<file path="config.mk">
export PLATFORM = sky130hd
export DESIGN_NAME = api_frame_deframer_top_flat
export DESIGN_NICKNAME = d
export VERILOG_FILES = /design/src/hw/rtl/afd_pkg.sv /design/src/hw/rtl/afd_if.sv /design/src/hw/rtl/afd_front.sv /design/src/hw/rtl/afd_back.sv /design/src/hw/rtl/api_frame_deframer_top.sv /design/src/flat_wrapper.sv
export SDC_FILE = /design/constraint.sdc
export NUM_CORES = 1
export LEC_CHECK = 0
export ABC_AREA = 1
export ABC_CLOCK_PERIOD_IN_PS = 10350
export BUFFER_PORTS_ARGS = -buffer_cell sky130_fd_sc_hd__buf_2
export CAP_MARGIN = 5
export CORE_MARGIN = 3
export CORE_UTILIZATION = 55
export DETAILED_ROUTE_END_ITERATION = 16
export PLACE_DENSITY = 0.86
export SKIP_CTS_REPAIR_TIMING = 1
export SLEW_MARGIN = 20
export SYNTH_ARGS = -nofsm -noshare
export SYNTH_HDL_FRONTEND = slang
export SYNTH_HIERARCHICAL = 1
export SYNTH_SLANG_ARGS = --single-unit
</file>
<file path="constraint.sdc">
create_clock -name clk -period 10.35 [get_ports clk]
set_clock_uncertainty 0.2 [all_clocks]
set_input_delay 2.07 -clock clk [delete_from_list [all_inputs] [get_ports clk]]
set_output_delay 2.07 -clock clk [all_outputs]
set_load 0.03 [all_outputs]
</file>
<file path="src/hw/rtl/afd_pkg.sv">
// Shared types and constants for the frame deframer.
`timescale 1ns / 1ps
`default_nettype none
package afd_pkg;

  localparam logic [7:0] START_DELIM_RESET = 8'h7E;
  localparam logic [7:0] SUM_GOOD          = 8'hFF;
  localparam int unsigned QUEUE_DEPTH      = 2;

  typedef enum logic [2:0] {
    KIND_DATA      = 3'd0,
    KIND_GOOD      = 3'd1,
    KIND_BADSUM    = 3'd2,
    KIND_BADSTART  = 3'd3,
    KIND_TRUNC     = 3'd4
  } kind_t;

  // Classified beat handed from front to back.
  typedef struct packed {
    logic       timeout;
    logic       delim_hit;
    logic [7:0] data;
  } cmd_t;

endpackage
`default_nettype wire

</file>
<file path="src/hw/rtl/afd_if.sv">
// Stream interfaces for received beats and result beats.
`timescale 1ns / 1ps
`default_nettype none
interface afd_rx_if;
  logic       valid;
  logic       ready;
  logic       op;
  logic [7:0] rx_byte;

  modport source (output valid, output op, output rx_byte, input ready);
  modport sink   (input valid, input op, input rx_byte, output ready);
endinterface

interface afd_res_if;
  logic        valid;
  logic        ready;
  logic [2:0]  kind;
  logic [7:0]  payload_byte;
  logic [15:0] byte_index;
  logic [15:0] frame_length;

  modport source (output valid, output kind, output payload_byte, output byte_index,
                  output frame_length, input ready);
  modport sink   (input valid, input kind, input payload_byte, input byte_index,
                  input frame_length, output ready);
endinterface
`default_nettype wire

</file>
<file path="src/hw/rtl/afd_front.sv">
// Front end: delimiter register, beat classification and command queue.
`timescale 1ns / 1ps
`default_nettype none
module afd_front
  import afd_pkg::*;
#(
  parameter int unsigned DEPTH = QUEUE_DEPTH
) (
  input  wire logic  clk,
  input  wire logic  rst,
  input  wire logic  cfg_we,
  input  wire logic [7:0] cfg_wdata,
  afd_rx_if.sink     rx,
  output logic       q_valid,
  output cmd_t       q_cmd,
  input  wire logic  q_pop
);

  localparam int unsigned PTR_W = (DEPTH > 1) ? $clog2(DEPTH) : 1;
  localparam int unsigned CNT_W = $clog2(DEPTH + 1);

  logic [7:0]       delim_reg;
  cmd_t             mem [DEPTH];
  logic [PTR_W-1:0] wr_ptr;
  logic [PTR_W-1:0] rd_ptr;
  logic [CNT_W-1:0] count;
  cmd_t             cmd_in;
  logic             push;

  assign rx.ready = (count != CNT_W'(DEPTH));
  assign push     = rx.valid && rx.ready;
  assign q_valid  = (count != '0);
  assign q_cmd    = mem[rd_ptr];

  always_comb begin
    cmd_in.timeout   = rx.op;
    cmd_in.delim_hit = (rx.rx_byte == delim_reg);
    cmd_in.data      = rx.rx_byte;
  end

  always_ff @(posedge clk) begin
    if (rst) begin
      delim_reg <= START_DELIM_RESET;
    end else if (cfg_we) begin
      delim_reg <= cfg_wdata;
    end
  end

  always_ff @(posedge clk) begin
    if (push) begin
      mem[wr_ptr] <= cmd_in;
    end
  end

  always_ff @(posedge clk) begin
    if (rst) begin
      wr_ptr <= '0;
      rd_ptr <= '0;
      count  <= '0;
    end else begin
      if (push) begin
        wr_ptr <= (wr_ptr == PTR_W'(DEPTH - 1)) ? '0 : wr_ptr + 1'b1;
      end
      if (q_pop) begin
        rd_ptr <= (rd_ptr == PTR_W'(DEPTH - 1)) ? '0 : rd_ptr + 1'b1;
      end
      case ({push, q_pop})
        2'b10:   count <= count + 1'b1;
        2'b01:   count <= count - 1'b1;
        default: count <= count;
      endcase
    end
  end

endmodule
`default_nettype wire

</file>
<file path="src/hw/rtl/afd_back.sv">
// Back end: frame parser state machine and result output register.
`timescale 1ns / 1ps
`default_nettype none
module afd_back
  import afd_pkg::*;
(
  input  wire logic clk,
  input  wire logic rst,
  input  wire logic q_valid,
  input  wire cmd_t q_cmd,
  output logic      q_pop,
  afd_res_if.source res
);

  typedef enum logic [2:0] {
    PH_WAIT   = 3'd0,
    PH_LEN_HI = 3'd1,
    PH_LEN_LO = 3'd2,
    PH_DATA   = 3'd3,
    PH_CSUM   = 3'd4
  } phase_t;

  phase_t      phase, phase_next;
  logic [15:0] length_reg, length_reg_next;
  logic [15:0] received_count, received_count_next;
  logic [7:0]  running_sum, running_sum_next;
  logic        res_valid;
  kind_t       kind, kind_next;
  logic [7:0]  payload_byte, payload_byte_next;
  logic [15:0] byte_index, byte_index_next;
  logic [15:0] frame_length, frame_length_next;
  logic        emit;
  logic [15:0] len_full;
  logic [15:0] count_inc;
  logic [7:0]  sum_chk;

  // Output slot is free or drains this cycle.
  assign q_pop = q_valid && (!res_valid || res.ready);

  assign len_full  = {length_reg[15:8], q_cmd.data};
  assign count_inc = received_count + 16'd1;
  assign sum_chk   = running_sum + q_cmd.data;

  always_comb begin
    phase_next          = phase;
    length_reg_next     = length_reg;
    received_count_next = received_count;
    running_sum_next    = running_sum;
    emit                = 1'b0;
    kind_next           = KIND_DATA;
    payload_byte_next   = 8'd0;
    byte_index_next     = received_count;
    frame_length_next   = length_reg;
    if (q_pop) begin
      if (q_cmd.timeout) begin
        if (phase != PH_WAIT) begin
          emit      = 1'b1;
          kind_next = KIND_TRUNC;
        end
        phase_next = PH_WAIT;
      end else begin
        unique case (phase)
          PH_LEN_HI: begin
            length_reg_next = {q_cmd.data, 8'd0};
            phase_next      = PH_LEN_LO;
          end
          PH_LEN_LO: begin
            length_reg_next     = len_full;
            received_count_next = '0;
            running_sum_next    = '0;
            phase_next          = (len_full == 16'd0) ? PH_CSUM : PH_DATA;
          end
          PH_DATA: begin
            emit                = 1'b1;
            kind_next           = KIND_DATA;
            payload_byte_next   = q_cmd.data;
            running_sum_next    = sum_chk;
            received_count_next = count_inc;
            if (count_inc == length_reg) begin
              phase_next = PH_CSUM;
            end
          end
          PH_CSUM: begin
            emit       = 1'b1;
            kind_next  = (sum_chk == SUM_GOOD) ? KIND_GOOD : KIND_BADSUM;
            phase_next = PH_WAIT;
          end
          default: begin
            if (q_cmd.delim_hit) begin
              length_reg_next     = '0;
              received_count_next = '0;
              running_sum_next    = '0;
              phase_next          = PH_LEN_HI;
            end else begin
              emit              = 1'b1;
              kind_next         = KIND_BADSTART;
              byte_index_next   = '0;
              frame_length_next = '0;
              phase_next        = PH_WAIT;
            end
          end
        endcase
      end
    end
  end

  always_ff @(posedge clk) begin
    if (rst) begin
      phase          <= PH_WAIT;
      length_reg     <= '0;
      received_count <= '0;
      running_sum    <= '0;
      res_valid      <= 1'b0;
    end else begin
      phase          <= phase_next;
      length_reg     <= length_reg_next;
      received_count <= received_count_next;
      running_sum    <= running_sum_next;
      if (emit) begin
        res_valid <= 1'b1;
      end else if (res.ready) begin
        res_valid <= 1'b0;
      end
    end
    if (emit) begin
      kind         <= kind_next;
      payload_byte <= payload_byte_next;
      byte_index   <= byte_index_next;
      frame_length <= frame_length_next;
    end
  end

  assign res.valid        = res_valid;
  assign res.kind         = kind;
  assign res.payload_byte = payload_byte;
  assign res.byte_index   = byte_index;
  assign res.frame_length = frame_length;

endmodule
`default_nettype wire

</file>
<file path="src/hw/rtl/api_frame_deframer_top.sv">
// Top level of the delimited frame deframer.
//
// Deframer for serial API frames: start delimiter, 16-bit big-endian length
// N, N data bytes, one checksum byte. Each rx beat carries either a received
// byte (op = 0) or a receive-timeout tick (op = 1). Every data byte is
// streamed out as a kind-0 beat with its index and the frame length; the
// checksum byte closes the frame with kind 1 (good: low byte of data sum plus
// checksum is 0xFF) or kind 2 (bad checksum). A byte other than the start
// delimiter while hunting gives kind 3; a timeout inside a frame gives kind 4
// with the count and length seen so far. Delimiter and length bytes and
// timeouts while hunting produce no result beat.
// Rate: one rx beat per cycle sustained while res is ready. An accepted beat
// lands in a small command queue in the front end (delimiter compare done
// there), and the back end's state machine retires one queued command per
// cycle into the result register, which drives res. The back end pops only
// when the result register is empty or draining, so res stalls back up
// through the queue to rx.ready without dropping beats.
// Config: cfg_we/cfg_wdata write the start delimiter (reset 0x7E); write it
// only while the block is idle. rst is synchronous, active high.
`timescale 1ns / 1ps
`default_nettype none
module api_frame_deframer_top
  import afd_pkg::*;
#(
  parameter int unsigned DEPTH = QUEUE_DEPTH  // command queue entries, >= 1
) (
  input  wire logic       clk,
  input  wire logic       rst,
  input  wire logic       cfg_we,
  input  wire logic [7:0] cfg_wdata,
  afd_rx_if.sink          rx,
  afd_res_if.source       res
);

  // Front-to-back command handoff.
  logic q_valid;
  cmd_t q_cmd;
  logic q_pop;

  afd_front #(
    .DEPTH(DEPTH)
  ) u_front (
    .clk      (clk),
    .rst      (rst),
    .cfg_we   (cfg_we),
    .cfg_wdata(cfg_wdata),
    .rx       (rx),
    .q_valid  (q_valid),
    .q_cmd    (q_cmd),
    .q_pop    (q_pop)
  );

  afd_back u_back (
    .clk    (clk),
    .rst    (rst),
    .q_valid(q_valid),
    .q_cmd  (q_cmd),
    .q_pop  (q_pop),
    .res    (res)
  );

endmodule
`default_nettype wire

</file>
<file path="src/flat_wrapper.sv">
// flat-port wrapper written by rule: the top's interface ports become plain ports
module api_frame_deframer_top_flat import afd_pkg::*;
#(
  parameter int unsigned DEPTH = QUEUE_DEPTH                                
)
  (clk, rst, cfg_we, cfg_wdata, rx_valid, rx_op, rx_rx_byte, rx_ready, res_valid, res_kind, res_payload_byte, res_byte_index, res_frame_length, res_ready);
  afd_rx_if rx_i ();
  afd_res_if res_i ();
  input  wire logic clk;
  input  wire logic rst;
  input  wire logic cfg_we;
  input  wire logic [7:0] cfg_wdata;
  input wire logic [$bits(rx_i.valid)-1:0] rx_valid;
  input wire logic [$bits(rx_i.op)-1:0] rx_op;
  input wire logic [$bits(rx_i.rx_byte)-1:0] rx_rx_byte;
  output wire logic [$bits(rx_i.ready)-1:0] rx_ready;
  output wire logic [$bits(res_i.valid)-1:0] res_valid;
  output wire logic [$bits(res_i.kind)-1:0] res_kind;
  output wire logic [$bits(res_i.payload_byte)-1:0] res_payload_byte;
  output wire logic [$bits(res_i.byte_index)-1:0] res_byte_index;
  output wire logic [$bits(res_i.frame_length)-1:0] res_frame_length;
  input wire logic [$bits(res_i.ready)-1:0] res_ready;
  assign rx_i.valid = rx_valid;
  assign rx_i.op = rx_op;
  assign rx_i.rx_byte = rx_rx_byte;
  assign rx_ready = rx_i.ready;
  assign res_valid = res_i.valid;
  assign res_kind = res_i.kind;
  assign res_payload_byte = res_i.payload_byte;
  assign res_byte_index = res_i.byte_index;
  assign res_frame_length = res_i.frame_length;
  assign res_i.ready = res_ready;
  api_frame_deframer_top #(.DEPTH(DEPTH)) u_core (.clk(clk), .rst(rst), .cfg_we(cfg_we), .cfg_wdata(cfg_wdata), .rx(rx_i), .res(res_i));
endmodule
</file>
# Word-level counts from Yosys, hierarchy flattened
# Memories as Yosys holds them, arrays and structs flattened. A register that Yosys moved wholly into a read port is not among the register bits.
# Index checks and enable logic that the tools add are counted.
[op_classes]
add_sub_neg = 6
n_eq_ne = 11
muxes = 37
n_bitwise = 6
n_reduce_logical = 22
[ops]
columns = ["cell", "count"]
rows = [
  ["16-bit 2-to-1 mux", 9],
  ["16-bit one-hot mux with 3 select lines", 2],
  ["8-bit one-hot mux with 3 select lines", 1],
  ["16-bit by 1-bit adder with 16-bit output (second input constant)", 1],
  ["16-bit equality test", 1],
  ["16-bit zero test", 1],
  ["3-bit 2-to-1 mux", 5],
  ["1-bit 2-to-1 mux", 13],
  ["3-bit one-hot mux with 4 select lines", 1],
  ["3-bit nonzero test", 3],
  ["8-bit adder", 1],
  ["8-bit equality test", 1],
  ["8-bit equality test (second input constant)", 1],
  ["8-bit 2-to-1 mux", 1],
  ["2-bit one-hot mux with 2 select lines", 2],
  ["4-bit AND reduction", 2],
  ["2-bit nonzero test", 4],
  ["3-bit by 2-bit equality test with 1-bit output (second input constant)", 2],
  ["1-bit NOT", 6],
  ["2-bit OR reduction", 3],
  ["3-bit OR reduction", 2],
  ["5-bit AND reduction", 1],
  ["2-bit 2-to-1 mux", 2],
  ["4-bit OR reduction", 1],
  ["14 further kinds", 16],
]
[word_totals]
register_bits = 99
mem_bits_rw = 20
inputBits = 22
output_inout_bits = 45
memories = 1
[mem_list]
columns = ["name", "words", "word_bits", "read_ports", "rd_ports_with_merged_regs", "wr", "line", "text"]
rows = [
  ["u_core.u_front.mem", 2, 10, 1, 1, 1, "afd_front.sv:23", "cmd_t mem [DEPTH];"],
]

# Logic depth before layout (Yosys ltp)
[logic_depth]
word_depth = 6
ltp_mapped = 16

# Cells and area by module
# The synthesis kept the hierarchy.
[modules_own_cells]
columns = ["mod", "instances", "cells_each", "area_per_inst_um2"]
rows = [
  ["afd_back", 1, 547, 4345.4],
  ["afd_front", 1, 133, 1418.9],
]

# Worst setup path after synthesis
# No wires, ideal clock.
[synth_timing]
kind = "input to register"
startpoint = "input port res_ready"
endpoint = "register u_core.u_back.byte_index[0] (netlist: u_core/u_back/res.byte_index[0]), enable pin"
setup_ns = 0.454
arrival_ns = 4.503
t_required_ns = 9.696
slack_ns = 5.193
path_stages = 4
path_buffers = 0
path_cell_list = "o21ai_1 -> nor2_1 -> inv_1 -> o21bai_1"
[synth_between]
elab_chain_cells = 3
[synth_lines]
columns = ["item", "line", "text"]
rows = [
  ["start, declared", "flat_wrapper.sv:22", "input wire logic [$bits(res_i.ready)-1:0] res_ready;"],
  ["1-bit logical OR", "afd_back.sv:38", "assign q_pop = q_valid && (!res_valid || res.ready);"],
  ["1-bit logical AND", "afd_back.sv:38", ""],
  ["1-bit 2-to-1 mux", "afd_back.sv:54", "if (q_pop) begin"],
  ["net u_core.u_back.emit", "afd_back.sv:32", "logic emit;"],
  ["end signal, assigned", "afd_back.sv:128", "byte_index <= byte_index_next;"],
  ["end, declared", "afd_back.sv:30", "logic [15:0] byte_index, byte_index_next;"],
]
# The timed path passes the listed nets, and every way through them passes these cells.
# A chain may end at the register's enable or synchronous reset.

# Final worst setup path
[layout_timing]
startpoint = "input port res_ready"
endpoint = "register u_core.u_back.running_sum[3]"
[layout_between]
elab_chain_cells = 3
[layout_lines]
columns = ["item", "line", "text"]
rows = [
  ["1-bit logical OR", "afd_back.sv:38", ""],
  ["1-bit logical AND", "afd_back.sv:38", ""],
  ["4-bit AND reduction (no source line)", "-", ""],
  ["end signal, assigned", "afd_back.sv:118", "running_sum <= running_sum_next;"],
  ["end, declared", "afd_back.sv:26", "logic [7:0] running_sum, running_sum_next;"],
]
# Every way passes these cells.

==> flow_metrics.tcl <==
set metrics [dict create \
    vias 4888 \
    required_ns 10.59 \
    syn_to_final_growth_pct 19.2 \
    fin_worst_hold_slack_ns 0.268 \
    ios 67 \
    cp_max_fo 25 \
    syn_area_mm2 0.00576 \
    worst_pin_slew_ns 1.03 \
    reg2reg_slack_ns 6.74 \
    clock.fmax_ghz 0.233 \
    antennaDiodeCount 0 \
    synth_edf_count 63 \
    grt-ovfl-total 0 \
    first_pass_iters 5 \
    final.min_clock_period_ns 4.29 \
    r2r-end "u_core/u_back/running_sum[3]" \
    dp_hpwl_um 8890 \
    rsz0062_at_grt "false" \
    antenna_found_initial 1 \
    worst_slack_ns 6.06 \
    clk_path_buf_depth 2 \
    setup_tns_ns 0 \
    drive_gt1_share_pct 18.5 \
    port_buffers 66 \
    grt_max_degree 53 \
    synthFlopType "edfxtp_1" \
    slew_violations 0 \
    maxCapViolations 0 \
    num_rows 36 \
    synthTopCellsByArea "edfxtp_1 (33%), dfxtp_1 (20%), nand2_1 (11%), nor2_1 (5.5%), inv_1 (5.3%)" \
    avgSynthCellArea_um2 8.48 \
    fp.dieArea_mm2 0.0117 \
    synth.distinct_cells 36 \
    path_cells "buf_2 > o21ai_1 > nor2_1 > nand3_2 > nor2_2 > buf_4 > inv_2 > a2bb2oi_1 > nor2_1" \
    hold_violations 0 \
    fin_nets 783 \
    core_area_mm2 0.0100 \
    yosysTopAreaCell "edfxtp_1" \
    setup_violations 0 \
    crit_family "simple AND/OR/NAND/NOR gates" \
    cts_buffers 17 \
    relSlewSlack_pct 31.6 \
    die_w_um 108 \
    final_common_cell "nand2_1" \
    final_cell_mix "nand2_1 (170), nor2_1 (83), inv_1 (81)" \
    cpPeakStageDelay_ns 0.81 \
    cts_tree "yes" \
    hold_start "u_core/u_back/length_reg[5]" \
    slowest_stage "nor2_2" \
    routed_wl_um 12700 \
    final.fill_count 805 \
    cp_num_buf_inv 3 \
    synth_top_area_share_pct 32.8 \
    htreeDepth 4 \
    grt_pass1_wl_um 21400 \
    total_power_mw 1.72 \
    path_class "input pin to register" \
    dieHeight_um 108 \
    largest_register "u_core/u_front/mem" \
    cts.reportedPaths.clkPinSlew_ns 0.06 \
    hold_path_class "register to register" \
    leakage_nw 2.86 \
    cts_root_buffer "clkbuf_8" \
    vias_per_cell 5.45 \
    cp-end-kind "register" \
    reg2reg_depth 8 \
    place_worst_setup_slack_ns 5.20 \
    drc 0 \
    timing.final.crit_share_pct 41.4 \
    post-route-util_pct 68.7 \
    holdPathStages 2 \
    worstPathArrival_ns 4.53 \
    critPathLaunchType "input pin" \
    grt_pass1_vias 4723 \
    p_per_area_mw_per_mm2 251 \
    largest_register_ffs 20 \
    ys_warn_count 6 \
    finalWeightedCongestion 0.909 \
    syn_inst 680 \
    whs_endpoint "u_core/u_back/length_reg[5]" \
    ant_nets 0 \
    status "finished clean" \
    synth_fp_nets 712 \
    clkLatencyLatePin_ns 0.52 \
    wl_per_cell_um 14.2 \
    ir_worst_vdd_mv 0.177 \
    drt_iter0_markers 269 \
    yosysSeqAreaShare_pct 52.6 \
    path_common_cell "nor2_1" \
    start_util_pct 57.6 \
    ys_ff_latch 120 \
    track_usage_pct 23.5 \
    synthArstFlopShare_pct 0 \
    clock_sinks 120 \
]
==> Yosys cell counts (9+ instances only) <==
cell / instances
nand3_1: 53
ha_1: 9
clkbuf_1: 9
a211oi_1: 12
nand2_1: 170
dfxtp_1: 57
inv_1: 81
mux2_4: 10
nand4_1: 10
o21ai_0: 10
a21oi_1: 54
nor2_1: 84
edfxtp_1: 63
==> report_power, final <==
group	total [mW]	internal (mW)	switching, mW
Sequential	0.638	0.599	0.0388
Combinational	0.474	0.142	0.332
Clock	0.610	0.396	0.213
==> logic make-up (layout without fill, tap and decap cells) <==
group	after synthesis	in the layout	share of synthesized area, %
AO/OA/AOI/OAI	88	88	8.77
XOR/XNOR	9	9	1.37
flip-flops	120	120	52.6
multiplexers	10	10	2.60
AND/OR/NAND/NOR	343	343	25.6
adder cells (fa/ha/maj)	10	10	2.30
buffers and inverters	100	184	6.77
==> worst min-delay path, cell delays in order, from the launching register on <==
cell,delay [ns]
dfxtp_1,0.31
nand2_1,0.06
a21oi_1,0.05
==> through the flow <==
step	cells	area [um2]
after floorplan	680	5760
after global placement	864	6210
after detailed placement	865	6230
after CTS	897	6860
after global routing	897	6870
final	897	6870
==> how the worst max path moves through the flow <==
stage / start / end / cells after the start
2_1_floorplan: res_ready / u_core/u_back/res.byte_index[0] / 4
3_3_place_gp: res_ready / u_core/u_back/running_sum[3] / 9
3_5_place_dp: res_ready / u_core/u_back/running_sum[3] / 9
4_1_cts: res_ready / u_core/u_back/running_sum[3] / 9
5_1_grt: res_ready / u_core/u_back/running_sum[3] / 9
6_report: res_ready / u_core/u_back/running_sum[3] / 9
==> per-layer routing <==
metal  vias to the layer above  wire length [um]  part of all wire (%)  track usage (%)
li1                       2397                 -                     -                -
met2                       213              6200                    49             38.9
met4                         2               554                   4.3             13.8
met3                        49               915                   7.2             5.85
met5                         -                 7                 0.055                0
met1                      2227              5060                    40             27.7
==> cell type report <==
| type | count | area, um2 | share of cell area (%) |
|---|---|---|---|
| clock inverters | 12 | 164 | 2.39 |
| flip-flops and latches | 120 | 3030 | 44.2 |
| clock buffers | 20 | 467 | 6.79 |
| repair buffers | 68 | 358 | 5.21 |
| multi-input cells | 460 | 2360 | 34.4 |
| inverters | 84 | 317 | 4.61 |
| well taps | 133 | 166 | 2.42 |
Power figures use the tool's default switching activity.
